--- src/rtl/qsu_pkg.sv ---
// package for the quoted string unescaper: beat types, phase codes, result kinds
// and the per-byte decode functions; no dependencies
`default_nettype none

package qsu_pkg;

  localparam int unsigned MaxRes = 4;
  localparam int unsigned CntW   = $clog2(MaxRes + 1);
  localparam int unsigned IdxW   = $clog2(MaxRes);

  localparam logic [1:0] KIND_DATA  = 2'd0;
  localparam logic [1:0] KIND_QUOTE = 2'd1;
  localparam logic [1:0] KIND_END   = 2'd2;

  localparam logic [7:0] QUOTE_RESET = 8'd34;
  localparam logic [7:0] CH_BSLASH   = 8'h5c;
  localparam logic [7:0] CH_X        = 8'h78;
  localparam logic [7:0] CH_N        = 8'h6e;
  localparam logic [7:0] CH_T        = 8'h74;
  localparam logic [7:0] CH_R        = 8'h72;
  localparam logic [7:0] CH_ZERO     = 8'h30;
  localparam logic [7:0] CH_NINE     = 8'h39;
  localparam logic [7:0] CH_LA       = 8'h61;
  localparam logic [7:0] CH_LF       = 8'h66;
  localparam logic [7:0] CH_UA       = 8'h41;
  localparam logic [7:0] CH_UF       = 8'h46;
  localparam logic [7:0] BYTE_LF     = 8'd10;
  localparam logic [7:0] BYTE_TAB    = 8'd9;
  localparam logic [7:0] BYTE_CR     = 8'd13;
  localparam logic [7:0] BYTE_NUL    = 8'd0;
  localparam logic [3:0] HEX_TEN     = 4'd10;

  typedef enum logic [2:0] {
    PH_START = 3'd0,
    PH_TEXT  = 3'd1,
    PH_ESC   = 3'd2,
    PH_X0    = 3'd3,
    PH_X1    = 3'd4
  } phase_t;

  typedef struct packed {
    logic [7:0] in_byte;
    logic       is_last;
  } in_beat_t;

  typedef struct packed {
    logic [7:0] out_byte;
    logic [1:0] kind;
    logic       run_last;
  } out_beat_t;

  typedef struct packed {
    out_beat_t [MaxRes-1:0] r;
    logic [CntW-1:0]        n;
  } group_t;

  typedef struct packed {
    group_t     g;
    phase_t     ph;
    logic [7:0] held;
  } dec_t;

  function automatic logic is_hex(input logic [7:0] c);
    return (c >= CH_ZERO && c <= CH_NINE) || (c >= CH_LA && c <= CH_LF) ||
           (c >= CH_UA && c <= CH_UF);
  endfunction

  function automatic logic [3:0] hex_val(input logic [7:0] c);
    logic [7:0] v;
    v = 8'd0;
    if (c >= CH_ZERO && c <= CH_NINE) v = c - CH_ZERO;
    else if (c >= CH_LA && c <= CH_LF) v = c - CH_LA + {4'd0, HEX_TEN};
    else if (c >= CH_UA && c <= CH_UF) v = c - CH_UA + {4'd0, HEX_TEN};
    return v[3:0];
  endfunction

  function automatic dec_t push(input dec_t d, input logic [7:0] b, input logic [1:0] k);
    dec_t o;
    o = d;
    if (d.g.n < CntW'(MaxRes)) begin
      o.g.r[d.g.n[IdxW-1:0]].out_byte = (k == KIND_DATA) ? b : 8'd0;
      o.g.r[d.g.n[IdxW-1:0]].kind     = k;
      o.g.r[d.g.n[IdxW-1:0]].run_last = 1'b0;
      o.g.n = d.g.n + CntW'(1);
    end
    return o;
  endfunction

  // one byte in the start or text phase
  function automatic dec_t feed_plain(input dec_t d, input logic [7:0] b,
                                      input logic [7:0] quote);
    dec_t o;
    o = d;
    if (d.ph == PH_START) begin
      o.ph = PH_TEXT;
      if (b == quote) return o;
    end
    if (b == CH_BSLASH) begin
      o.ph = PH_ESC;
    end else if (b == quote) begin
      o = push(o, 8'd0, KIND_QUOTE);
      o.ph = PH_START;
    end else begin
      o = push(o, b, KIND_DATA);
    end
    return o;
  endfunction

  function automatic dec_t decode(input phase_t ph, input logic [7:0] held,
                                  input logic [7:0] b, input logic last,
                                  input logic [7:0] quote);
    dec_t d;
    logic [7:0] v;
    d = '0;
    d.ph = ph;
    d.held = held;
    v = b;
    case (ph)
      PH_TEXT: d = feed_plain(d, b, quote);
      PH_ESC: begin
        if (b == BYTE_NUL) begin
          d = push(d, 8'd0, KIND_END);
          d.ph = PH_START;
        end else if (b == CH_X) begin
          if (last) begin
            d = push(d, CH_X, KIND_DATA);
            d.ph = PH_TEXT;
          end else begin
            d.ph = PH_X0;
          end
        end else begin
          if (b == CH_N) v = BYTE_LF;
          else if (b == CH_T) v = BYTE_TAB;
          else if (b == CH_R) v = BYTE_CR;
          else if (b == CH_ZERO) v = BYTE_NUL;
          d = push(d, v, KIND_DATA);
          d.ph = PH_TEXT;
        end
      end
      PH_X0: begin
        if (is_hex(b) && !last) begin
          d.held = b;
          d.ph = PH_X1;
        end else begin
          d = push(d, CH_X, KIND_DATA);
          d.ph = PH_TEXT;
          d = feed_plain(d, b, quote);
        end
      end
      PH_X1: begin
        if (is_hex(b)) begin
          d = push(d, {hex_val(held), hex_val(b)}, KIND_DATA);
          d.ph = PH_TEXT;
        end else begin
          d = push(d, CH_X, KIND_DATA);
          d.ph = PH_TEXT;
          d = feed_plain(d, held, quote);
          d = feed_plain(d, b, quote);
        end
      end
      default: begin
        d.ph = PH_START;
        d = feed_plain(d, b, quote);
      end
    endcase
    if (last && d.ph != PH_START) begin
      d = push(d, 8'd0, KIND_END);
      d.ph = PH_START;
    end
    return d;
  endfunction

endpackage

`default_nettype wire

--- src/rtl/quoted_string_unescaper.sv ---
// top level of the quoted string unescaper: quote register, decoder, serializer
// depends on qsu_pkg, qsu_decode, qsu_serializer
//
// Each accepted input beat is decoded in the cycle it is taken and its results
// (zero to four) are held in a result group register, then presented one result
// beat per cycle while out_stall is low. A byte can be taken every cycle as long
// as each byte gives at most one result and the output is not stalled; a byte
// that gives several results holds the input until the single output port
// drains the group. Input is taken in the same cycle as the final result of the
// previous group. The quote byte is set by cfg_wr_en/cfg_wr_data, resets to 34.
`default_nettype none

module quoted_string_unescaper
  import qsu_pkg::*;
(
  input  wire logic       clk,
  input  wire logic       rst,
  input  wire logic       cfg_wr_en,
  input  wire logic [7:0] cfg_wr_data,
  input  wire logic       in_valid,
  output logic            in_stall,
  input  wire in_beat_t   in_data,
  output logic            out_valid,
  input  wire logic       out_stall,
  output out_beat_t       out_data
);

  logic [7:0] quote_byte;
  logic       can_load;
  logic       accept;
  logic       load;
  group_t     grp;

  always_ff @(posedge clk) begin
    if (rst) begin
      quote_byte <= QUOTE_RESET;
    end else if (cfg_wr_en) begin
      quote_byte <= cfg_wr_data;
    end
  end

  assign in_stall = !can_load;
  assign accept   = in_valid && can_load;
  assign load     = accept && (grp.n != '0);

  qsu_decode u_decode (
    .clk    (clk),
    .rst    (rst),
    .accept (accept),
    .beat   (in_data),
    .quote  (quote_byte),
    .grp    (grp)
  );

  qsu_serializer u_serializer (
    .clk       (clk),
    .rst       (rst),
    .load      (load),
    .grp_in    (grp),
    .can_load  (can_load),
    .out_valid (out_valid),
    .out_stall (out_stall),
    .out_data  (out_data)
  );

endmodule

`default_nettype wire

--- src/rtl/qsu_decode.sv ---
// per-byte decoder: phase and held hex digit registers, result group for one beat
// depends on qsu_pkg
`default_nettype none

module qsu_decode
  import qsu_pkg::*;
(
  input  wire logic       clk,
  input  wire logic       rst,
  input  wire logic       accept,
  input  wire in_beat_t   beat,
  input  wire logic [7:0] quote,
  output group_t          grp
);

  phase_t     phase;
  logic [7:0] held_digit;
  dec_t       dec;

  always_comb begin
    dec = decode(phase, held_digit, beat.in_byte, beat.is_last, quote);
    grp = dec.g;
  end

  always_ff @(posedge clk) begin
    if (rst) begin
      phase      <= PH_START;
      held_digit <= 8'd0;
    end else if (accept) begin
      phase      <= dec.ph;
      held_digit <= dec.held;
    end
  end

endmodule

`default_nettype wire

--- src/rtl/qsu_serializer.sv ---
// result group register and output sequencer, one result beat per cycle while out_stall is low
// depends on qsu_pkg
`default_nettype none

module qsu_serializer
  import qsu_pkg::*;
(
  input  wire logic      clk,
  input  wire logic      rst,
  input  wire logic      load,
  input  wire group_t    grp_in,
  output logic           can_load,
  output logic           out_valid,
  input  wire logic      out_stall,
  output out_beat_t      out_data
);

  group_t          grp;
  logic            valid;
  logic [IdxW-1:0] idx;
  logic            is_end;
  logic            finish;

  always_comb begin
    is_end    = ({1'b0, idx} == grp.n - CntW'(1));
    finish    = valid && !out_stall && is_end;
    can_load  = !valid || finish;
    out_valid = valid;
    out_data  = grp.r[idx];
    out_data.run_last = is_end;
  end

  always_ff @(posedge clk) begin
    if (rst) begin
      valid <= 1'b0;
      idx   <= '0;
    end else if (load) begin
      valid <= 1'b1;
      idx   <= '0;
    end else if (finish) begin
      valid <= 1'b0;
      idx   <= '0;
    end else if (valid && !out_stall) begin
      idx <= idx + IdxW'(1);
    end
  end

  always_ff @(posedge clk) begin
    if (load) grp <= grp_in;
  end

  a_nonempty: assert property (@(posedge clk) disable iff (rst)
    valid |-> grp.n != '0) else $error("empty result group held");

  a_idx_range: assert property (@(posedge clk) disable iff (rst)
    valid |-> {1'b0, idx} < grp.n) else $error("result index past group");

  a_advance: assert property (@(posedge clk) disable iff (rst)
    (valid && !out_stall && !is_end) |=> valid && idx == $past(idx) + IdxW'(1))
    else $error("result index did not advance");

  a_drain: assert property (@(posedge clk) disable iff (rst)
    (finish && !load) |=> !valid) else $error("group not released");

endmodule

`default_nettype wire

--- config.mk ---
export PLATFORM = sky130hd
export DESIGN_NAME = quoted_string_unescaper
export DESIGN_NICKNAME = d
export VERILOG_FILES = /design/src/rtl/qsu_pkg.sv /design/src/rtl/quoted_string_unescaper.sv /design/src/rtl/qsu_decode.sv /design/src/rtl/qsu_serializer.sv
export SDC_FILE = /design/constraint.sdc
export NUM_CORES = 1
export LEC_CHECK = 0
export BUFFER_PORTS_ARGS = -buffer_cell sky130_fd_sc_hd__buf_2
export CORE_MARGIN = 4
export CORE_UTILIZATION = 50
export DETAILED_ROUTE_END_ITERATION = 16
export GPL_TIMING_DRIVEN = 0
export PLACE_DENSITY_LB_ADDON = 0.1
export SLEW_MARGIN = 5
export SYNTH_ARGS = -nofsm -noshare
export SYNTH_HDL_FRONTEND = slang
export SYNTH_SLANG_ARGS = --single-unit
--- constraint.sdc ---
create_clock -name clk -period 4.4 [get_ports clk]
set_clock_uncertainty 0.1 [all_clocks]
set_input_delay 0.44 -clock clk [delete_from_list [all_inputs] [get_ports clk]]
set_output_delay 0.44 -clock clk [all_outputs]
set_load 0.02 [all_outputs]
==> results_dict.tcl, run 1 <==
set metrics [dict create \
    hpwl_um 7660 \
    finish.instance_area_um2 4380 \
    antenna_found_initial 0 \
    core_um2 7730 \
    startpoint "u_decode.held_digit[1]$_SDFFE_PP0P_" \
    path_buf_inv 5 \
    dp.cells 554 \
    grt_util_all_layers_pct 21.0 \
    rows 32 \
    cp.required_ns 4.31 \
    fp.dieW_um 97.3 \
    crit_slowest_cell "dfxtp_1" \
    synth-edff-count 33 \
    power_density_nw_per_um2 248 \
    drt_wl_total_um 10000 \
    clock_path_buffers 2 \
    grt_max_degree 34 \
    path_cells "clkbuf_1 > inv_1 > ha_1 > and4bb_2 > nand4_1 > clkbuf_8 > inv_1 > ha_1 > a311oi_1 > o22ai_2 > inv_1 > ha_1 > nor3b_1 > mux2i_2 > and2_4" \
    p_int_mw 0.772 \
    switchingPower_mw 0.314 \
    async_reset_ff_share_pct 0 \
    relSlewSlack_pct 47.6 \
    period_share_pct 94.7 \
    vias_per_cell 5.76 \
    yosys.area.top_type_share_pct 24.8 \
    synth-main-ff-cell "edfxtp_1" \
    drt-pass1-iter-count 4 \
    synthesis.area_um2 3990 \
    cts_tree "yes" \
    synth_cells 421 \
    drive_gt1_share_pct 21.3 \
    yosys-top-cells-area "edfxtp_1, dfxtp_1, mux2i_1, ha_1, nand2_1" \
    setup_viol 0 \
    synth_seq_cells 55 \
    synth_cell_types 76 \
    nNetsFinal 497 \
    path_delay_family "simple AND/OR/NAND/NOR gates" \
    finalNonFillerCells 563 \
    share_comb_of_total_power_pct 18.5 \
    h-tree-depth 2 \
    ant_nets 0 \
    swShare_pct 28.9 \
    grt_pass1_vias 3083 \
    synth_area_leader_cell "edfxtp_1" \
    avgRoutedWirePerCell_um 17.8 \
    clk_latency_ns 0.31 \
    drtIter0Drc 145 \
    fillers 733 \
    crit_type "flip-flop to flip-flop" \
    drc 0 \
    ir_worst_vdd_v 0.000146 \
    fin_util_pct 56.7 \
    start_util_pct 51.6 \
    rsz0062_at_grt "false" \
    max_stage_delay_ns 0.36 \
    setup.worst_path.end "u_serializer.grp[5]$_DFFE_PP_" \
    multi_input_area_um2 2300 \
    worstPathArrival_ns 4.08 \
    place.gp.congestion 0.921 \
    pwr-share-seq_pct 54.8 \
    cp.depth 15 \
    syn_area_per_cell_um2 9.48 \
    clock_sinks 55 \
    grt_pass1_wl_um 16100 \
    path_clk_slew_ns 0.10 \
    gr-total-overflow 0 \
    endpoint_kind "flip-flop" \
    fin_crit_ns 4.17 \
    critPathMaxFanout 17 \
    num_antenna_cells 0 \
    r2r_slack_ns 0.23 \
    finalHoldViolCount 0 \
    io_pins 35 \
    regArea_um2 1430 \
    yosysWarnings 0 \
    dpl_cell_area_um2 4270 \
    area_growth_pct 9.81 \
    reg2reg_from "u_decode.held_digit[1]$_SDFFE_PP0P_" \
    seq_area_frac_synth_pct 35.9 \
    finalSetupTns_ns 0 \
    cts_setup_buffers 0 \
    cts_buffers 5 \
    rr_worst_depth 15 \
    maxClockFrequency_mhz 240 \
    max_cap_viol_count 0 \
    status "complete, no violations" \
    hp-class "input port to flip-flop" \
    cts_root_buffer "clkbuf_8" \
    port_buffers 31 \
    r2r-end "u_serializer.grp[5]$_DFFE_PP_" \
    power.share.clock_pct 26.7 \
    die-area_um2 9470 \
    syn_nets 458 \
    p_leak_nw 1.64 \
    maxSlewViolCount 0 \
    start_kind "flip-flop" \
    vias 3244 \
    die_y_um 97.3 \
    tightest_slew_ns 0.778 \
]
synth_stat cells, drive strengths merged, types with 3 or more instances:
library cell   n
clkbuf        15
inv           16
nor2b          5
nand4          3
dfxtp         22
buf           13
nor4b          4
or3            3
and2           9
xnor2         14
nand2b         3
nor2          40
a31oi          8
and3           8
o22ai          3
ha            15
mux2i         24
nand2         41
xor2           9
a32oi          3
nor3b          6
edfxtp        33
a21oi         29
nand3         16
a21o           6
o21ai         23
nor4           5
nor3           4
or4            3
per-stage QoR:
step,hold WS (ns),power [mW],worst slack (ns)
2_1_floorplan,0.386,0.745,0.240
3_3_place_gp,0.419,0.801,-0.441
3_5_place_dp,0.432,0.806,-0.415
4_1_cts,0.218,1.09,0.0172
5_1_grt,0.229,1.14,0.0276
6_report,0.222,1.09,0.233
how the worst min path moves through the flow:
stage                                        start                              to  cells past startpoint
global placement    u_decode.phase[0]$_SDFFE_PP0P_  u_decode.phase[0]$_SDFFE_PP0P_                      2
finish                              cfg_wr_data[1]      quote_byte[1]$_SDFFE_PP1P_                      2
CTS                                 cfg_wr_data[1]      quote_byte[1]$_SDFFE_PP1P_                      2
detailed placement  u_decode.phase[0]$_SDFFE_PP0P_  u_decode.phase[0]$_SDFFE_PP0P_                      2
floorplan           u_decode.phase[0]$_SDFFE_PP0P_  u_decode.phase[0]$_SDFFE_PP0P_                      2
global route                        cfg_wr_data[1]      quote_byte[1]$_SDFFE_PP1P_                      2
cell families (layout without fill, tap and decap cells):
group | Yosys count | after routing | synth area share, %
compound gates | 97 | 97 | 17.5
xor+xnor | 23 | 23 | 5.05
fa+ha+maj | 15 | 15 | 4.70
buf+inv | 45 | 84 | 6.96
flops | 55 | 55 | 35.9
mux | 25 | 25 | 6.59
simple gates | 161 | 162 | 23.4
registers in the layout (all words and copies together), names as in the netlist:
| signal | cells |
|---|---|
| u_serializer.idx | 2 |
| u_serializer.grp | 33 |
| u_decode.held_digit | 8 |
| u_serializer.out_valid | 1 |
| quote_byte | 8 |
| u_decode.phase | 3 |
layout make-up:
cell class | instances | share of cell area, %
Buffer | 28 | 4.77
Clock buffer | 5 | 1.57
Clock inverter | 3 | 0.571
Inverter | 17 | 1.57
Multi-Input combinational cell | 322 | 52.4
Sequential cell | 55 | 32.7
Tap cell | 102 | 2.91
Timing Repair Buffer | 31 | 3.54
power by group through the flow:
stage | Sequential [mW] | Clock (mW) | Combinational [mW]
after floorplan | 0.605 | 0 | 0.140
after global placement | 0.607 | 0 | 0.194
after detailed placement | 0.608 | 0 | 0.198
after CTS | 0.596 | 0.297 | 0.199
after global routing | 0.598 | 0.319 | 0.220
final | 0.595 | 0.290 | 0.201
layout by cell type, fill, tap and decap left out, types with 6 or more instances in the layout:
| master | Yosys | layout |
|---|---|---|
| ha_1 | 15 | 15 |
| xnor2_1 | 14 | 14 |
| a21o_1 | 6 | 6 |
| mux2i_1 | 24 | 23 |
| a21oi_2 | 6 | 6 |
| nand3_1 | 15 | 15 |
| a21oi_1 | 22 | 22 |
| inv_1 | 16 | 16 |
| edfxtp_1 | 33 | 33 |
| a31oi_1 | 8 | 8 |
| and2_1 | 7 | 6 |
| nand2_1 | 41 | 41 |
| nor2_1 | 40 | 40 |
| buf_6 | 6 | 6 |
| clkbuf_8 | 5 | 10 |
| o21ai_0 | 23 | 23 |
| buf_2 | 4 | 35 |
| clkbuf_1 | 10 | 10 |
| xor2_1 | 9 | 9 |
| dfxtp_1 | 22 | 22 |
layer usage:
| layer | GRT usage [%] | wire length, um | up-vias |
|---|---|---|---|
| met5 | 0 | 0 | - |
| met4 | 5.43 | 132 | 0 |
| met3 | 2.80 | 449 | 11 |
| met2 | 36.3 | 4980 | 71 |
| met1 | 27.8 | 4460 | 1558 |
| li1 | - | - | 1604 |
repair_timing:
action                     in CTS  in global routing
pin swaps                       0                  1
cloned                          0                  1
hold buffers                    0                  0
setup endpoints to repair      33                 33
gates resized for setup         1                  3
(Power assumes the default switching activity.)
==> run 2, diff against run 1 <==
--- a/config.mk
+++ b/config.mk
@@ -11,7 +11,8 @@
 export DETAILED_ROUTE_END_ITERATION = 16
 export GPL_TIMING_DRIVEN = 0
 export PLACE_DENSITY_LB_ADDON = 0.1
-export SLEW_MARGIN = 5
+export SLEW_MARGIN = 20
 export SYNTH_ARGS = -nofsm -noshare
 export SYNTH_HDL_FRONTEND = slang
+export SYNTH_HIERARCHICAL = 1
 export SYNTH_SLANG_ARGS = --single-unit
==> results_dict.tcl, run 2 <==
set metrics [dict create \
    status "complete, no violations" \
    reg_top3 "u_serializer/grp: 43 flops, quote_byte: 8 flops, u_decode/held_digit: 8 flops" \
    worstPathArrival_ns 4.40 \
    drc 0 \
    finish.instance_area_um2 5260 \
    hp-class "input port to flip-flop" \
    p_int_mw 1.10 \
    num_antenna_cells 0 \
    largest_reg_flops 43 \
    max_cap_viol_count 0 \
    ant_nets 0 \
    crit_type "input port to flip-flop" \
    dpl_cell_area_um2 4980 \
    clk_latency_ns 0.35 \
    rsz0062_at_grt "false" \
    hpwl_um 8320 \
    power.share.clock_pct 39.1 \
    grt_pass1_vias 3676 \
    start_kind "input port" \
    critPathMaxFanout 24 \
    fp.dieW_um 104 \
    worstHoldEndpoint "quote_byte[5]$_SDFFE_PP1P_" \
    cts_root_buffer "clkbuf_8" \
    p_leak_nw 2.09 \
    vias 3728 \
    clock_path_buffers 2 \
    share_comb_of_total_power_pct 14.6 \
    core_um2 8890 \
    power_density_nw_per_um2 288 \
    place.gp.congestion 0.929 \
    path_clk_slew_ns 0.08 \
    synthesis.area_um2 4650 \
    grt_pass1_wl_um 19300 \
    ir_worst_vdd_v 0.000163 \
    grt_max_degree 25 \
    drive_gt1_share_pct 27.7 \
    endpoint_kind "flip-flop" \
    final_cell_mix "buf_4, nor2_1, edfxtp_1" \
    rows 34 \
    drt_wl_total_um 11600 \
    start_util_pct 52.3 \
    swShare_pct 27.2 \
    clock_sinks 65 \
    cts_tree "yes" \
    switchingPower_mw 0.411 \
    port_buffers 31 \
    cp.required_ns 4.58 \
    maxClockFrequency_mhz 237 \
    fin_crit_ns 4.22 \
    vias_per_cell 5.80 \
    grt_util_all_layers_pct 22.1 \
    r2r-end "u_serializer/idx[0]$_SDFFE_PP0P_" \
    dp.cells 625 \
    synth_cells 478 \
    io_pins 35 \
    drt-pass1-iter-count 4 \
    drtIter0Drc 187 \
    setup_viol 0 \
    reg2reg_from "u_decode/held_digit[6]$_SDFFE_PP0P_" \
    finalHoldViolCount 0 \
    syn_area_per_cell_um2 9.72 \
    tightest_slew_ns 0.781 \
    die-area_um2 10900 \
    nNetsFinal 566 \
    pwr-share-seq_pct 46.3 \
    h-tree-depth 3 \
    worstHoldStart "cfg_wr_data[5]" \
    yosysWarnings 6 \
    maxSlewViolCount 0 \
    cts_buffers 9 \
    period_share_pct 96.0 \
    antenna_found_initial 0 \
    rr_worst_depth 12 \
    fin_util_pct 59.1 \
    r2r_slack_ns 0.24 \
    area_growth_pct 13.1 \
    layout.cells.most_common "buf_4" \
    die_y_um 104 \
    relSlewSlack_pct 47.8 \
    finalNonFillerCells 643 \
    gr-total-overflow 0 \
    avgRoutedWirePerCell_um 18.1 \
    top_register "u_serializer/grp" \
    hold_depth 2 \
    power_mw 1.51 \
]
[run 2: layout make-up]
class	count	area, um2
Tap cell	108	135
Timing Repair Buffer	33	170
Clock buffer	9	124
Clock inverter	7	101
Multi-Input combinational cell	332	2400
Inverter	17	63.8
Buffer	72	526
Sequential cell	65	1730
Fill cell	814	3630
[run 2: critical path: stages]
cell and delay (ns):
buf_2 0.14, clkbuf_4 0.24, inv_1 0.10, ha_1 0.24, nor4bb_1 0.13, nor3_1 0.22, o211ai_2 0.26, nand2_1 0.15
a211oi_1 0.10, a2111o_1 0.45, o21ai_1 0.27, mux2_2 0.38, buf_4 0.16, o31a_4 0.41, or4_1 0.56, o21ai_1 0.12
[run 2: worst max-delay path by stage]
| stage | cells past startpoint | startpoint | endpoint | slack [ns] |
|---|---|---|---|---|
| finish | 16 | in_data[1] | u_serializer/idx[0]$_SDFFE_PP0P_ | 0.18 |
| global route | 16 | in_data[1] | u_serializer/idx[0]$_SDFFE_PP0P_ | 0.01 |
| floorplan | 17 | in_data[1] | u_serializer/idx[0]$_SDFFE_PP0P_ | 0.09 |
| global placement | 17 | in_data[1] | u_serializer/idx[0]$_SDFFE_PP0P_ | -0.80 |
| detailed placement | 18 | in_data[1] | u_serializer/idx[0]$_SDFFE_PP0P_ | -0.91 |
| CTS | 17 | in_data[1] | u_serializer/idx[0]$_SDFFE_PP0P_ | 0.06 |
[run 2: power by group through the flow]
stage	combinational [mW]	clock, mW	sequential, mW
detailed placement	0.215	0	0.716
global route	0.243	0.635	0.705
finish	0.222	0.591	0.701
CTS	0.219	0.603	0.702
floorplan	0.158	0	0.711
global placement	0.211	0	0.714
[run 2: what timing repair did]
item                       4_1_cts  5_1_grt
setup endpoints to repair       46        2
pin swaps                        1        1
hold endpoints to repair         0        0
buffers inserted                 0        2
hold buffers                     0        0
cloned                           1        0
gates resized for setup          3        9
[run 2: metal layers]
layer / vias up / wire (um) / track usage, %
li1: 1816 / - / -
met1: 1770 / 5190 / 28.4
met2: 123 / 5710 / 37.1
met3: 19 / 547 / 4.35
met4: 0 / 190 / 7.88
met5: - / 0 / 0
[run 2: stage by stage]
step	TNS [ns]	hold slack, ns	setup WS, ns
after global routing	0	0.192	0.0131
after detailed placement	-22.06	0.425	-0.907
final	0	0.192	0.176
after CTS	0	0.179	0.0560
after floorplan	0	0.372	0.0914
after global placement	-17.45	0.434	-0.801
==> run 3, diff against run 2 <==
--- a/config.mk
+++ b/config.mk
@@ -11,6 +11,7 @@
 export DETAILED_ROUTE_END_ITERATION = 16
 export GPL_TIMING_DRIVEN = 0
 export PLACE_DENSITY_LB_ADDON = 0.1
+export SETUP_SLACK_MARGIN = 0.4
 export SLEW_MARGIN = 20
 export SYNTH_ARGS = -nofsm -noshare
 export SYNTH_HDL_FRONTEND = slang
==> results_dict.tcl, run 3 (synthesized netlist as in run 2, its figures left out) <==
set metrics [dict create \
    worstPathArrival_ns 4.04 \
    clock_path_buffers 2 \
    port_buffers 31 \
    max_cap_viol_count 0 \
    finalSetupTns_ns 0 \
    h-tree-depth 3 \
    worstHoldStart "cfg_wr_data[1]" \
    fin_crit_ns 3.86 \
    drt-pass1-iter-count 5 \
    start_kind "input port" \
    path_clk_slew_ns 0.08 \
    dr_wl_met2_um 5720 \
    io_pins 35 \
    hpwl_um 8090 \
    wl_met3_um 536 \
    rows 34 \
    crit_type "input port to flip-flop" \
    status "complete, no violations" \
    ant_nets 0 \
    power_mw 1.62 \
    wl_met1_um 5160 \
    tightest_slew_ns 0.798 \
    setup_viol 0 \
    gr-total-overflow 0 \
    hp-class "input port to flip-flop" \
    maxSlewViolCount 0 \
    crit_slowest_cell "or4_1" \
    power_density_nw_per_um2 297 \
    cts_root_buffer "clkbuf_8" \
    drc 0 \
    top_register "u_serializer/grp" \
    highest_layer "met4" \
    area_growth_pct 17.5 \
    grt_pass1_vias 3536 \
    maxClockFrequency_mhz 259 \
    cpMostUsedCell "ha_1" \
    endpoint_kind "flip-flop" \
    reg2reg_from "u_decode/held_digit[2]$_SDFFE_PP0P_" \
    dp.cells 625 \
    drtIter0Drc 271 \
    start_util_pct 52.3 \
    max_stage_delay_ns 0.47 \
    relSlewSlack_pct 46.7 \
    core_um2 8890 \
    nNetsFinal 573 \
    rr_worst_depth 14 \
    grt_max_degree 25 \
    p_leak_nw 2.16 \
    drt_wl_total_um 11500 \
    fp.dieW_um 104 \
    rsz0062_at_grt "false" \
    place.gp.congestion 0.956 \
    finalHoldViolCount 0 \
    reg_top3 "u_serializer/grp: 43 flops, quote_byte: 8 flops, u_decode/held_digit: 8 flops" \
    grt_pass1_wl_um 18300 \
    cts_tree "yes" \
    r2r-end "u_serializer/idx[0]$_SDFFE_PP0P_" \
    ir_worst_vdd_v 0.000165 \
    clock_sinks 65 \
    largest_reg_flops 43 \
    worstHoldEndpoint "quote_byte[1]$_SDFFE_PP1P_" \
    vias_per_cell 5.75 \
    antenna_found_initial 0 \
    critPathMaxFanout 10 \
    period_share_pct 87.8 \
    vias 3738 \
    die-area_um2 10900 \
    cts_hold_buf 0 \
    avgRoutedWirePerCell_um 17.8 \
    num_antenna_cells 0 \
    hold_ws_ns 0.212 \
    fillers 750 \
    path_cells "buf_2 > clkbuf_8 > inv_1 > ha_1 > nand4_1 > nor3_2 > a21oi_1 > o31a_1 > o22ai_2 > ha_1 > mux2_2 > buf_4 > o31a_4 > or4_1 > o21ai_1" \
    drive_gt1_share_pct 31.0 \
    hold_depth 2 \
    die_y_um 104 \
    cp.required_ns 4.58 \
    clk_latency_ns 0.35 \
    final_cell_mix "buf_4, nor2_1, edfxtp_1" \
    finalNonFillerCells 650 \
    r2r_slack_ns 0.59 \
    layout.cells.most_common "buf_4" \
    grt_util_all_layers_pct 21.1 \
    cts_buffers 9 \
]
-- run 3: repair_timing --
action	4_1_cts	5_1_grt
pin swaps	3	7
cloned	2	0
setup buffers	4	3
setup endpoints to repair	3	26
gates resized for setup	9	22
-- run 3: metal layers --
layer | up-vias | global-route usage, %
li1 | 1828 | -
met1 | 1785 | 27.1
met2 | 115 | 35.6
met3 | 10 | 3.29
met4 | 0 | 7.88
met5 | - | 0
-- run 3: through the flow --
| stage | util [%] | worst slack (ns) | area (um2) |
|---|---|---|---|
| floorplan | - | 0.402 | 4710 |
| global placement | 56.3 | -0.303 | 5000 |
| detailed placement | 56.3 | -0.345 | 5000 |
| CTS | 60.3 | 0.466 | 5360 |
| global route | 61.4 | 0.377 | 5460 |
| finish | 61.4 | 0.536 | 5460 |
-- run 3: how the worst max path moves through the flow --
stage / slack [ns] / depth (start not counted) / endpoint / startpoint
floorplan: 0.40 / 17 / u_serializer/idx[0]$_SDFFE_PP0P_ / in_data[2]
global placement: -0.30 / 17 / u_serializer/idx[0]$_SDFFE_PP0P_ / in_data[1]
detailed placement: -0.35 / 17 / u_serializer/idx[0]$_SDFFE_PP0P_ / in_data[1]
CTS: 0.47 / 18 / u_serializer/idx[0]$_SDFFE_PP0P_ / in_data[2]
global route: 0.38 / 13 / u_serializer/idx[0]$_SDFFE_PP0P_ / u_decode/held_digit[2]$_SDFFE_PP0P_
finish: 0.54 / 15 / u_serializer/idx[0]$_SDFFE_PP0P_ / in_data[1]
-- run 3: layout make-up --
class / instances / area [um2] / area share [%]
well taps: 108 / 135 / 2.47
flip-flops and latches: 65 / 1740 / 31.8
multi-input cells: 333 / 2490 / 45.7
clock inverters: 7 / 141 / 2.59
plain buffers: 73 / 559 / 10.2
repair buffers: 38 / 208 / 3.80
inverters: 17 / 63.8 / 1.17
clock buffers: 9 / 124 / 2.27
-- run 3: power by group --
group          total (mW)  leakage, nW  internal (mW)  switching (mW)
clock network       0.690        0.131          0.435           0.255
logic               0.232         1.43         0.0981           0.134
registers           0.701        0.596          0.687          0.0135
total                1.62         2.16           1.22           0.402
-- run 3: worst max-delay path: cells and delay by family --
kind,cells,cell delay (ns)
adder cells (fa/ha/maj),2,0.50
AND/OR/NAND/NOR,3,1.03
AO/OA/AOI/OAI,5,1.19
buffers and inverters,4,0.60
multiplexers,1,0.27
